**src/rtl/swtk_pkg.sv**
```systemverilog
package swtk_pkg;

  // address space of the counted accesses
  localparam int unsigned ADDR_W     = 12;
  localparam int unsigned ADDR_SPACE = 4096;
  localparam logic [ADDR_W-1:0] ADDR_LAST = 12'hFFF;

  // sliding window ring
  localparam int unsigned WIN_DEPTH = 256;
  localparam int unsigned WIN_AW    = 8;
  localparam int unsigned FILL_W    = 9;

  // per-address window count, 0..WIN_DEPTH
  localparam int unsigned CNT_W = 9;
  localparam logic [CNT_W-1:0] CNT_SAT = 9'd256;

  // top list
  localparam int unsigned TOP_MAX = 16;
  localparam int unsigned TOP_IW  = 4;
  localparam int unsigned TOP_NW  = 5;

  // configuration register
  localparam int unsigned LIM_W = 5;
  localparam logic [LIM_W-1:0] LIM_RESET = 5'd10;
  localparam int unsigned PADDR_W = 3;
  localparam logic REG_TOP_LIMIT = 1'b0;

  // input actions
  localparam logic ACT_RECORD = 1'b0;
  localparam logic ACT_QUERY  = 1'b1;

  // controller states, one-hot
  typedef enum logic [9:0] {
    ST_CLEAR = 10'b00_0000_0001,
    ST_IDLE  = 10'b00_0000_0010,
    ST_REC0  = 10'b00_0000_0100,
    ST_REC1  = 10'b00_0000_1000,
    ST_REC2  = 10'b00_0001_0000,
    ST_REC3  = 10'b00_0010_0000,
    ST_REC4  = 10'b00_0100_0000,
    ST_SCAN  = 10'b00_1000_0000,
    ST_DRAIN = 10'b01_0000_0000,
    ST_EMIT  = 10'b10_0000_0000
  } state_t;

  // commands from controller to datapath
  typedef struct packed {
    logic              clr_wr;     // write zero to count at sweep address
    logic              rec_load;   // capture recorded address
    logic              old_rd;     // read count of the leaving address
    logic              ring_wr;    // write recorded address into the ring
    logic              old_wr;     // write back decremented leaving count
    logic              new_rd;     // read count of the recorded address
    logic              new_wr;     // write back incremented count, advance ring
    logic              scan_start; // empty the top list
    logic              scan_rd;    // read count at sweep address for the scan
    logic              pop;        // result transfer, shift the top list
    logic [ADDR_W-1:0] sweep_addr;
  } dp_cmd_t;

  // status from datapath to controller
  typedef struct packed {
    logic ring_full;
    logic list_empty;
    logic list_one;
  } dp_sts_t;

endpackage

```
**src/rtl/swtk_ctrl.sv**
```systemverilog
module swtk_ctrl (
  input  logic              clk,
  input  logic              rst_n,
  input  logic              in_valid,
  input  logic              in_action,
  output logic              in_stall,
  output logic              out_valid,
  input  logic              out_stall,
  input  swtk_pkg::dp_sts_t sts,
  output swtk_pkg::dp_cmd_t cmd
);

  swtk_pkg::state_t          state_r, state_nxt;
  logic [swtk_pkg::ADDR_W-1:0] sweep_r, sweep_nxt;
  logic                      in_xfer;
  logic                      out_xfer;
  logic                      sweep_end;

  assign in_stall  = (state_r != swtk_pkg::ST_IDLE);
  assign out_valid = (state_r == swtk_pkg::ST_EMIT);
  assign in_xfer   = in_valid && !in_stall;
  assign out_xfer  = out_valid && !out_stall;
  assign sweep_end = (sweep_r == swtk_pkg::ADDR_LAST);

  // next state and commands
  always_comb begin
    state_nxt      = state_r;
    sweep_nxt      = sweep_r;
    cmd            = '0;
    cmd.sweep_addr = sweep_r;
    unique case (state_r)
      swtk_pkg::ST_CLEAR: begin
        cmd.clr_wr = 1'b1;
        sweep_nxt  = sweep_r + 1'b1;
        if (sweep_end) begin
          state_nxt = swtk_pkg::ST_IDLE;
        end
      end
      swtk_pkg::ST_IDLE: begin
        sweep_nxt = '0;
        if (in_xfer) begin
          if (in_action == swtk_pkg::ACT_QUERY) begin
            cmd.scan_start = 1'b1;
            state_nxt      = swtk_pkg::ST_SCAN;
          end else begin
            cmd.rec_load = 1'b1;
            state_nxt    = swtk_pkg::ST_REC0;
          end
        end
      end
      swtk_pkg::ST_REC0: begin
        // ring read of the slot about to be overwritten is in flight
        state_nxt = swtk_pkg::ST_REC1;
      end
      swtk_pkg::ST_REC1: begin
        cmd.old_rd  = sts.ring_full;
        cmd.ring_wr = 1'b1;
        state_nxt   = swtk_pkg::ST_REC2;
      end
      swtk_pkg::ST_REC2: begin
        cmd.old_wr = sts.ring_full;
        state_nxt  = swtk_pkg::ST_REC3;
      end
      swtk_pkg::ST_REC3: begin
        cmd.new_rd = 1'b1;
        state_nxt  = swtk_pkg::ST_REC4;
      end
      swtk_pkg::ST_REC4: begin
        cmd.new_wr = 1'b1;
        state_nxt  = swtk_pkg::ST_IDLE;
      end
      swtk_pkg::ST_SCAN: begin
        cmd.scan_rd = 1'b1;
        sweep_nxt   = sweep_r + 1'b1;
        if (sweep_end) begin
          state_nxt = swtk_pkg::ST_DRAIN;
        end
      end
      swtk_pkg::ST_DRAIN: begin
        // last scanned count is merged into the list this cycle
        state_nxt = swtk_pkg::ST_EMIT;
      end
      swtk_pkg::ST_EMIT: begin
        if (out_xfer) begin
          cmd.pop = 1'b1;
          if (sts.list_empty || sts.list_one) begin
            state_nxt = swtk_pkg::ST_IDLE;
          end
        end
      end
      default: begin
        state_nxt = swtk_pkg::ST_CLEAR;
      end
    endcase
  end

  // state registers
  always_ff @(posedge clk) begin
    if (!rst_n) begin
      state_r <= swtk_pkg::ST_CLEAR;
      sweep_r <= '0;
    end else begin
      state_r <= state_nxt;
      sweep_r <= sweep_nxt;
    end
  end

endmodule

```
**config.mk**
```make
export PLATFORM = sky130hd
export DESIGN_NAME = swtk_ctrl
export DESIGN_NICKNAME = d
export VERILOG_FILES = /design/src/rtl/swtk_pkg.sv /design/src/rtl/swtk_ctrl.sv
export SDC_FILE = /design/constraint.sdc
export NUM_CORES = 1
export LEC_CHECK = 0
export ABC_AREA = 1
export BUFFER_PORTS_ARGS = -buffer_cell sky130_fd_sc_hd__buf_2
export CAP_MARGIN = 20
export CORE_ASPECT_RATIO = 0.9
export CORE_MARGIN = 4
export CORE_UTILIZATION = 50
export DETAILED_ROUTE_END_ITERATION = 8
export PLACE_DENSITY = 0.74
export SLEW_MARGIN = 25
export SYNTH_ARGS = -nofsm -noshare
export SYNTH_HDL_FRONTEND = slang
export SYNTH_SLANG_ARGS = --single-unit
export TNS_END_PERCENT = 10
```
**constraint.sdc**
```tcl
create_clock -name clk -period 3.1 [get_ports clk]
set_input_delay 0.775 -clock clk [delete_from_list [all_inputs] [get_ports clk]]
set_output_delay 0.775 -clock clk [all_outputs]
set_load 0.01 [all_outputs]
```
==> results_dict.tcl <==
set metrics [dict create \
    power.leakage_nw 0.867 \
    viasPerCell 5.09 \
    hold_ws_ns 0.507 \
    root_buffer "clkbuf_4" \
    syn_to_final_growth_pct 14.0 \
    ctsResizeCount 0 \
    fin_cells 299 \
    cp.required_ns 2.32 \
    antennaDiodeCount 0 \
    finalHoldViolCount 0 \
    power.total_mw 1.13 \
    final_common_cell "nor2_1" \
    wl_um 3510 \
    clock_sinks 22 \
    worst-setup-path-type "reg2out" \
    critPathSlowestCell "dfxtp_1" \
    finalCritPeriodShare_pct 74.6 \
    numPlacedInstances 296 \
    hold_path_class "reg2reg" \
    fin_skew_ns 0.00140 \
    ys_warn_count 0 \
    coreArea_um2 2820 \
    synth-edff-count 0 \
    rows 18 \
    syn_area_um2 1510 \
    reg2reg_slack_ns 1.46 \
    worstSetupStartpointType "register" \
    slew_violations 0 \
    layout.nets 270 \
    initial_core_util_pct 53.6 \
    grt_start_max_net_pins 14 \
    arrival_ns 1.54 \
    cts_hold_buf 0 \
    outcome "finished clean" \
    grt_first_pass_wirelength_um 6110 \
    synth-async-reset-ratio_pct 0 \
    crit_path_end "cmd[14]" \
    ff2ff_path_depth 6 \
    synthesis.nets 236 \
    htreeDepth 1 \
    worst_slew_pin_slew_ns 0.404 \
    dieArea_um2 3960 \
    crit_path_cell_trace "nor2_4 -> nand2_4 -> nor2_4 -> nand2_4 -> nor3_1 -> buf_2" \
    end_kind "primary output" \
    wl_per_cell_um 11.7 \
    setup_viol_count_final 0 \
    postRouteAntennaNets 0 \
    hpwlAfterDp_um 2760 \
    r2r-end "sweep_r[10]" \
    clk_path_buf_depth 2 \
    synth.distinct_cells 28 \
    grt_usage_pct 19.8 \
    ir_drop_uv 785 \
    drive_gt1_share_pct 30.9 \
    final_cell_mix "37 x nor2_1, 33 x inv_1, 31 x nand2_1, 31 x buf_2, 24 x nand3_1" \
    ys_ff_latch 22 \
    cts_tree "built" \
    gp_congestion 0.883 \
    die_h_um 60.1 \
    rsz0062_at_grt "no" \
    synth.yosys.seq_area_share_pct 29.2 \
    tns_ns 0 \
    post_cts.repair.setup_buffers 0 \
    startpoint "state_r[9]" \
    crit_path_max_incr_delay_ns 0.37 \
    clk-insertion-delay-late_ns 0.31 \
    max_clock_freq_mhz 433 \
    firstDrtPassIters 5 \
    drc_errors 0 \
    maxCapViolations 0 \
    grt_pass1_vias 1372 \
    r2r-start "sweep_r[0]" \
    overflow 0 \
    crit_family "simple AND/OR/NAND/NOR gates" \
    finalCriticalPeriod_ns 2.31 \
    port_buffers 31 \
    crit_cells 6 \
    yosys_most_used_dff "dfxtp_1" \
    syn_area_per_cell_um2 6.64 \
    first_iter_violations 107 \
    path_buf_inv 1 \
    p_per_area_nw_per_um2 659 \
    crit_fanout 8 \
    boundaryPins 32 \
    syn_inst 227 \
    chipWidth_um 65.9 \
    max_slew_margin_pct 73.0 \
    antenna_found_initial 0 \
    route.vias.total 1523 \
    cts_made_buffers 3 \
    clk_pin_slew_ns 0.12 \
]
## tightest hold or removal path, cell delays in order (launching register included)
cell	delay [ns]
dfxtp_1	0.36
nand2_2	0.07
a21oi_1	0.05
## final cells by class
class / count / area, um^2
Multi-Input combinational cell: 162 / 892
Inverter: 41 / 159
Timing Repair Buffer: 31 / 155
Fill cell: 293 / 1100
Tap cell: 40 / 50.0
Clock buffer: 3 / 22.5
Sequential cell: 22 / 440
## logic make-up (layout without fill, tap and decap cells)
| kind of cell | Yosys count | in the layout | synth area share [%] |
|---|---|---|---|
| compound gates | 23 | 23 | 9.29 |
| xor+xnor | 1 | 1 | 0.581 |
| fa+ha+maj | 1 | 1 | 0.830 |
| buf+inv | 43 | 75 | 11.6 |
| flops | 22 | 22 | 29.2 |
| simple gates | 137 | 137 | 48.5 |
## state kept, by name (all words and copies together), names as in the netlist
signal,cells
sweep_r,12
state_r,10
## per-stage QoR
stage,util (%),worst slack (ns),cell area [um^2]
floorplan,-,1.20,1510
global placement,60.3,1.11,1700
detailed placement,60.3,1.08,1700
CTS,61.1,0.788,1720
global route,61.1,0.638,1720
finish,61.1,0.789,1720
## routing by layer
| metal | global-route usage (%) | vias to the layer above | part of all wire [%] |
|---|---|---|---|
| met3 | 5.45 | 2 | 9.2 |
| met4 | 3.55 | 0 | 0.54 |
| li1 | - | 786 | - |
| met1 | 29.7 | 672 | 50 |
| met2 | 28.3 | 63 | 40 |
| met5 | 0 | - | 0 |
## cells in the mapped netlist, drive strengths merged (2+ instances only)
cell / count / share of area [%]
nand2: 50 / 17
nor2: 45 / 14
inv: 40 / 10
nand3: 31 / 13
dfxtp: 22 / 29
a21oi: 15 / 6.5
o21ai: 7 / 2.3
nor3: 5 / 2.0
nand4: 4 / 1.7
buf: 2 / 1.1
## power by group
part           internal (mW)  total [mW]  switching, mW
Clock                 0.0454       0.132         0.0866
Sequential             0.315       0.358         0.0430
Combinational          0.205       0.643          0.438
## worst min-delay path by stage
stage | startpoint | end | slack (ns) | depth (start not counted)
finish | sweep_r[3] | sweep_r[3] | 0.51 | 2
detailed placement | sweep_r[8] | sweep_r[8] | 0.49 | 2
floorplan | state_r[0] | state_r[0] | 0.49 | 2
CTS | sweep_r[3] | sweep_r[3] | 0.51 | 2
global route | sweep_r[3] | sweep_r[3] | 0.54 | 2
global placement | sweep_r[10] | sweep_r[10] | 0.48 | 2
Power figures use the tool's default switching activity.
